**src/sv/gcl_pkg.sv**
```systemverilog
`timescale 1ns / 1ps

package gcl_pkg;

	// Number of low operand bits in use (8..32)
	localparam int OPERAND_WIDTH = 32;
	// Step counter covers one pass of the shared divider or multiplier
	localparam int CNT_W = $clog2(OPERAND_WIDTH);

	// Request beat
	typedef struct packed {
		logic [31:0] operand_a;
		logic [31:0] operand_b;
	} gcl_req_t;

	// Response beat
	typedef struct packed {
		logic [31:0] gcd_value;
		logic [63:0] lcm_value;
	} gcl_rsp_t;

	// Controller to datapath commands
	typedef struct packed {
		logic load;
		logic div_start;
		logic div_sel_lcm;
		logic div_step;
		logic euclid_next;
		logic mul_start;
		logic mul_step;
		logic rsp_load;
	} gcl_cmd_t;

	// Datapath to controller status
	typedef struct packed {
		logic small_zero;
		logic op_zero;
	} gcl_sts_t;

endpackage

```
**src/sv/gcl_dpath.sv**
```systemverilog
`timescale 1ns / 1ps

module gcl_dpath (
	input  logic            clk,
	input  gcl_pkg::gcl_req_t req,
	input  gcl_pkg::gcl_cmd_t cmd,
	output gcl_pkg::gcl_sts_t sts,
	output gcl_pkg::gcl_rsp_t rsp
);
	import gcl_pkg::*;

	localparam int W = OPERAND_WIDTH;

	logic [W-1:0]   a_q, b_q;
	logic [W-1:0]   big_q, small_q;
	logic [W-1:0]   n_q, d_q;
	logic [W:0]     r_q;
	logic [W-1:0]   mplier_q;
	logic [2*W-1:0] mcand_q, acc_q;
	gcl_rsp_t       rsp_q;

	logic [W-1:0]   ld_a, ld_b;
	logic [W:0]     r_sh, r_sub;
	logic           q_bit;

	// Masked operands at load
	assign ld_a = req.operand_a[W-1:0];
	assign ld_b = req.operand_b[W-1:0];

	// One restoring division step: shift in next dividend bit, trial subtract
	always_comb begin
		r_sh  = {r_q[W-1:0], n_q[W-1]};
		q_bit = (r_sh >= {1'b0, d_q});
		r_sub = q_bit ? (r_sh - {1'b0, d_q}) : r_sh;
	end

	// Operands and Euclid pair
	always_ff @(posedge clk) begin
		if (cmd.load) begin
			a_q <= ld_a;
			b_q <= ld_b;
			if (ld_a < ld_b) begin
				big_q   <= ld_b;
				small_q <= ld_a;
			end else begin
				big_q   <= ld_a;
				small_q <= ld_b;
			end
		end else if (cmd.euclid_next) begin
			big_q   <= small_q;
			small_q <= r_q[W-1:0];
		end
	end

	// Shared divider: n_q holds dividend then quotient, r_q the remainder
	always_ff @(posedge clk) begin
		if (cmd.div_start) begin
			n_q <= cmd.div_sel_lcm ? a_q : big_q;
			d_q <= cmd.div_sel_lcm ? big_q : small_q;
			r_q <= '0;
		end else if (cmd.div_step) begin
			n_q <= {n_q[W-2:0], q_bit};
			r_q <= r_sub;
		end
	end

	// Shift-and-add multiplier for (a / gcd) * b
	always_ff @(posedge clk) begin
		if (cmd.mul_start) begin
			mplier_q <= n_q;
			mcand_q  <= {{W{1'b0}}, b_q};
			acc_q    <= '0;
		end else if (cmd.mul_step) begin
			if (mplier_q[0]) begin
				acc_q <= acc_q + mcand_q;
			end
			mcand_q  <= {mcand_q[2*W-2:0], 1'b0};
			mplier_q <= {1'b0, mplier_q[W-1:1]};
		end
	end

	// Response register
	always_ff @(posedge clk) begin
		if (cmd.rsp_load) begin
			rsp_q.gcd_value <= 32'(big_q);
			rsp_q.lcm_value <= sts.op_zero ? 64'd0 : 64'(acc_q);
		end
	end

	assign sts.small_zero = (small_q == '0);
	assign sts.op_zero    = (a_q == '0) || (b_q == '0);
	assign rsp            = rsp_q;

endmodule

```
**src/sv/gcl_ctrl.sv**
```systemverilog
`timescale 1ns / 1ps

module gcl_ctrl (
	input  logic              clk,
	input  logic              arst_n,
	input  logic              req_valid,
	output logic              req_stall,
	output logic              rsp_valid,
	input  logic              rsp_stall,
	input  gcl_pkg::gcl_sts_t sts,
	output gcl_pkg::gcl_cmd_t cmd
);
	import gcl_pkg::*;

	typedef enum logic [7:0] {
		S_IDLE  = 8'b00000001,
		S_TEST  = 8'b00000010,
		S_DIV   = 8'b00000100,
		S_NEXT  = 8'b00001000,
		S_LDIV  = 8'b00010000,
		S_MLOAD = 8'b00100000,
		S_MUL   = 8'b01000000,
		S_DONE  = 8'b10000000
	} state_t;

	localparam logic [CNT_W-1:0] LAST = CNT_W'(OPERAND_WIDTH - 1);

	state_t           state_q, state_d;
	logic [CNT_W-1:0] cnt_q;
	logic             rsp_valid_q;
	logic             rsp_free;
	logic             finish;
	logic             last_step;

	assign rsp_free  = !rsp_valid_q || !rsp_stall;
	assign last_step = (cnt_q == LAST);

	// Next state and commands
	always_comb begin
		state_d = state_q;
		cmd     = '0;
		finish  = 1'b0;
		case (state_q)
			S_IDLE: begin
				if (req_valid) begin
					cmd.load = 1'b1;
					state_d  = S_TEST;
				end
			end
			S_TEST: begin
				if (!sts.small_zero) begin
					cmd.div_start = 1'b1;
					state_d       = S_DIV;
				end else if (sts.op_zero) begin
					finish = 1'b1;
				end else begin
					cmd.div_start   = 1'b1;
					cmd.div_sel_lcm = 1'b1;
					state_d         = S_LDIV;
				end
			end
			S_DIV: begin
				cmd.div_step = 1'b1;
				if (last_step) state_d = S_NEXT;
			end
			S_NEXT: begin
				cmd.euclid_next = 1'b1;
				state_d         = S_TEST;
			end
			S_LDIV: begin
				cmd.div_step = 1'b1;
				if (last_step) state_d = S_MLOAD;
			end
			S_MLOAD: begin
				cmd.mul_start = 1'b1;
				state_d       = S_MUL;
			end
			S_MUL: begin
				cmd.mul_step = 1'b1;
				if (last_step) state_d = S_DONE;
			end
			S_DONE: begin
				finish = 1'b1;
			end
			default: begin
				state_d = S_IDLE;
			end
		endcase
		// stay in the final state until the response slot frees
		if (finish && rsp_free) begin
			cmd.rsp_load = 1'b1;
			state_d      = S_IDLE;
		end
	end

	// State, step counter, response valid
	always_ff @(posedge clk or negedge arst_n) begin
		if (!arst_n) begin
			state_q     <= S_IDLE;
			cnt_q       <= '0;
			rsp_valid_q <= 1'b0;
		end else begin
			state_q <= state_d;
			if ((cmd.div_step || cmd.mul_step) && !last_step) begin
				cnt_q <= cnt_q + 1'b1;
			end else begin
				cnt_q <= '0;
			end
			if (cmd.rsp_load) begin
				rsp_valid_q <= 1'b1;
			end else if (!rsp_stall) begin
				rsp_valid_q <= 1'b0;
			end
		end
	end

	assign req_stall = (state_q != S_IDLE);
	assign rsp_valid = rsp_valid_q;

endmodule

```
**src/sv/gcd_lcm_unit_core.sv**
```systemverilog
`timescale 1ns / 1ps
// Channel | valid     | stall     | beat
// request | req_valid | req_stall | req (gcl_req_t: operand_a, operand_b)
// result  | rsp_valid | rsp_stall | rsp (gcl_rsp_t: gcd_value, lcm_value)
//
// One item at a time. With W = OPERAND_WIDTH, each Euclid remainder step is a
// full W-bit pass of the shared one-bit-per-cycle divider; when both operands
// are non-zero an lcm division and a W-bit shift-and-add multiply follow.
// arst_n clears the controller; a new request is taken as soon as the result
// is in the output register, which holds under rsp_stall.

module gcd_lcm_unit_core (
	input  logic              clk,
	input  logic              arst_n,
	input  logic              req_valid,
	output logic              req_stall,
	input  gcl_pkg::gcl_req_t req,
	output logic              rsp_valid,
	input  logic              rsp_stall,
	output gcl_pkg::gcl_rsp_t rsp
);
	import gcl_pkg::*;

	gcl_cmd_t cmd;
	gcl_sts_t sts;

	// Sequencer
	gcl_ctrl u_ctrl (
		.clk       (clk),
		.arst_n    (arst_n),
		.req_valid (req_valid),
		.req_stall (req_stall),
		.rsp_valid (rsp_valid),
		.rsp_stall (rsp_stall),
		.sts       (sts),
		.cmd       (cmd)
	);

	// Divider, multiplier and result register
	gcl_dpath u_dpath (
		.clk (clk),
		.req (req),
		.cmd (cmd),
		.sts (sts),
		.rsp (rsp)
	);

endmodule

```
**config.mk**
```make
export PLATFORM = sky130hd
export DESIGN_NAME = gcd_lcm_unit_core
export DESIGN_NICKNAME = d
export VERILOG_FILES = /design/src/sv/gcl_pkg.sv /design/src/sv/gcl_dpath.sv /design/src/sv/gcl_ctrl.sv /design/src/sv/gcd_lcm_unit_core.sv
export SDC_FILE = /design/constraint.sdc
export NUM_CORES = 1
export LEC_CHECK = 0
export BUFFER_PORTS_ARGS = -buffer_cell sky130_fd_sc_hd__buf_4
export CAP_MARGIN = 30
export CORE_ASPECT_RATIO = 1.2
export CORE_UTILIZATION = 30
export DETAILED_ROUTE_END_ITERATION = 10
export PLACE_DENSITY_LB_ADDON = 0.15
export REMOVE_ABC_BUFFERS = 1
export SLEW_MARGIN = 20
export SYNTH_ARGS = -nofsm -noshare
export SYNTH_HDL_FRONTEND = slang
export SYNTH_SLANG_ARGS = --single-unit
export TNS_END_PERCENT = 5
```
**constraint.sdc**
```tcl
create_clock -name clk -period 21.4 [get_ports clk]
set_input_delay 2.14 -clock clk [delete_from_list [all_inputs] [get_ports clk]]
set_output_delay 2.14 -clock clk [all_outputs]
set_load 0.01 [all_outputs]
```
==> metrics <==
status=finished, final reports clean; fin crit period=5.21 ns; worst-path maximum fanout=49; CP max stage delay=0.75 ns; utilization after layout=35.6%; Final Hold Vio Count=0; first-pass GRT wire length=119 mm; Syn Inst Count=2,623; Setup Skew=0.0267 ns; CP Launch Point=req[25]; num rows=117; n_diodes=0; cts repair resizes=0; most common cell after layout, fill and taps aside=nand2_1; Inserted Clock Buffers=54; Required @ worst endpoint=21.74 ns; fmax=192 MHz; # Post-CTS Setup Buffers=0; Leak=12.2 nW; Cell Chain, Critical Path=buf_4, inv_1, ha_1, a21o_1, a21oi_1, nor2b_1, o21ai_0, nand2b_1, a2111oi_0, o21ai_1, a221o_4, buf_4, mux2i_1, o21ai_0; Async S/R FF share, synth=2.83%; Netlist cell types=86; reg2reg end=u_dpath.rsp[0]; prevailing post-synth register cell=edfxtp_1; RSZ-0062 raised after global routing=no; Slowest cell on crit path=a2111oi_0; Clock Tree Buf Depth=3; Skew-Pair Late Insertion Delay=0.61 ns; CTS sink count=494; Crit. End Element=flop; DR vias=19,800; wire per inst=19.8 µm; kind of critical path=in2reg; largest net degree at the start of global routing=96; Post-synth EDFFs=352; DR vias/cell=5.07; GPL Wtd Cong=0.883; initial antenna violation count=0; io pins=166; Critical Path Stages=14; Initial Util=30.5%; detailed placement HPWL=56.5 mm; fin crit share=24.4%; vias in the first global route=19,800; depth of the most critical reg-to-reg path=9; Setup TNS Final=0 ns; final setup fails=0; Reg clk slew, reported paths=0.06 ns; synth warn=0; register-to-register setup slack=16.34 ns; fraction of the yosys area taken by sequential cells=51.9%; Core Footprint=0.0852 mm²; total gr overflow=0; First DRT Iteration DRCs=1,164; Mapped Avg Cell Area=9.90 µm²; most frequent cells in the layout=503 x nand2_1, 352 x edfxtp_1, 193 x o21ai_0, 188 x buf_4, 175 x a21oi_1; synthesized cell area=0.0260 mm²; WL final=77.3 mm; Slew Limit Fails=0; die area=0.0877 mm²; CTS Root Cell=clkbuf_16; drt drc=0; DR pass1 iterations=5; worst-margin pin slew=0.940 ns; CTS tree=yes; die height=324 µm; Final ANT Viol Nets=0; MaxCap Viol Count=0; H-tree depth=2; synthesized flop and latch total=494; layout cells sized above 1=11.4%; HP Class=reg2reg; Total GRT Usage=17.4%; Slew Limit Headroom=37.3%; power density over the cells=107 mW/mm²; CTS Hold Bufs=0; Peak supply drop=0.0599 mV; reg2reg start=u_dpath.a_q[25]; total power draw=3.25 mW; Nets=2,934; Crit path max-delay family=compound AO/OA/AOI/OAI gates; critical path endpoint=u_dpath.big_q[4]; startpoint types=input port; arrival time at the worst endpoint=5.56 ns; port buffer count=165; Die X=271 µm; fillcell total=8,637; CP Buf/Inv Count=3; Area growth syn-to-layout=16.8%
==> per-stage QoR <==
stage	instances	hold slack (ns)	worst slack (ns)	cell area [µm²]
2_1_floorplan	2489	0.431	13.71	25400
3_3_place_gp	3807	0.442	15.53	28300
3_5_place_dp	3807	0.452	15.49	28300
4_1_cts	3908	0.461	16.14	30200
5_1_grt	3911	0.489	16.00	30300
6_report	3911	0.462	16.19	30300
==> registers in the layout (all words and copies together) (netlist names), 8 cells and up <==
register / flops
u_dpath.a_q: 32
u_dpath.d_q: 32
u_dpath.rsp: 96
u_dpath.small_q: 32
u_ctrl.state_q: 8
u_dpath.b_q: 32
u_dpath.big_q: 32
u_dpath.mplier_q: 32
u_dpath.r_q: 32
u_dpath.mcand_q: 64
u_dpath.n_q: 32
u_dpath.acc_q: 64
==> cell type report <==
cell class | instances | area (µm²) | share of cell area, %
inverters | 104 | 390 | 1.29
well taps | 1130 | 1410 | 4.66
clock inverters | 32 | 395 | 1.30
repair buffers | 191 | 1490 | 4.90
clock buffers | 69 | 1500 | 4.95
flip-flops and latches | 494 | 13500 | 44.5
multi-input cells | 1891 | 11600 | 38.4
==> cell families after synthesis <==
| logic type | count (synthesis) | synth area share [%] |
|---|---|---|
| DFF | 494 | 51.9 |
| xor gates and xnor gates | 83 | 2.80 |
| buffers and inverters | 238 | 3.56 |
| adders and majority gates | 130 | 6.32 |
| muxes | 81 | 3.13 |
| and+or+nand+nor | 916 | 16.2 |
| AOI/OAI and AO/OA | 681 | 16.1 |
==> routing by layer <==
layer	share of wire, %	GRT usage (%)	up-vias
met5	0	0	-
li1	-	-	9735
met2	51	31.6	375
met3	3.4	2.04	90
met4	2.3	4.85	0
met1	43	21.6	9628
==> synthesized netlist by cell type (8+ instances only) <==
| master | number | area, µm² |
|---|---|---|
| buf_2 | 19 | 95.1 |
| a211oi_1 | 21 | 158 |
| dfrtp_1 | 13 | 325 |
| o31ai_1 | 10 | 75.1 |
| clkbuf_1 | 107 | 402 |
| xor2_1 | 30 | 263 |
| and2_1 | 77 | 482 |
| a21oi_1 | 176 | 881 |
| nand4_1 | 35 | 219 |
| a31oi_1 | 13 | 81.3 |
| o21ai_1 | 45 | 225 |
| o21a_1 | 18 | 135 |
| nand2b_1 | 9 | 56.3 |
| nand3b_1 | 8 | 60.1 |
| edfxtp_1 | 352 | 10600 |
| nor4_1 | 33 | 206 |
| nand3_1 | 74 | 370 |
| inv_1 | 104 | 390 |
| ha_1 | 128 | 1600 |
| xnor2_1 | 53 | 464 |
| and3_1 | 9 | 56.3 |
| o21ai_0 | 193 | 966 |
| o21bai_1 | 18 | 135 |
| nor3_1 | 35 | 175 |
| dfxtp_1 | 128 | 2560 |
| o22ai_1 | 38 | 238 |
| nand2_1 | 506 | 1900 |
| nor2b_1 | 14 | 87.6 |
| mux2i_1 | 80 | 801 |
| a21o_1 | 81 | 608 |
| nor2_1 | 84 | 315 |
==> worst min-delay path by stage <==
| stage | slack (ns) | depth (start not counted) | startpoint | end |
|---|---|---|---|---|
| 5_1_grt | 0.49 | 1 | u_ctrl.cnt_q[0] | u_ctrl.cnt_q[0] |
| 2_1_floorplan | 0.43 | 1 | u_ctrl.cnt_q[0] | u_ctrl.cnt_q[0] |
| 4_1_cts | 0.46 | 1 | u_ctrl.cnt_q[0] | u_ctrl.cnt_q[0] |
| 3_3_place_gp | 0.44 | 1 | u_ctrl.cnt_q[0] | u_ctrl.cnt_q[0] |
| 6_report | 0.46 | 1 | u_ctrl.cnt_q[0] | u_ctrl.cnt_q[0] |
| 3_5_place_dp | 0.45 | 1 | u_ctrl.cnt_q[0] | u_ctrl.cnt_q[0] |
==> worst register-to-register path, cell delays in order (launching register included) <==
cell	delay, ns
edfxtp_1	0.43
nor4_1	0.81
nand4_1	0.39
o22a_2	0.33
buf_4	0.32
nand2b_1	0.30
and2_1	0.22
a21oi_4	0.69
buf_4	0.44
buf_4	0.66
==> power breakdown <==
group          leakage [nW]  switching [mW]  internal [mW]
sequential             4.51           0.142           1.28
clock                 0.936           0.400          0.604
combinational          6.78           0.536          0.280
Power figures use the tool's default switching activity.
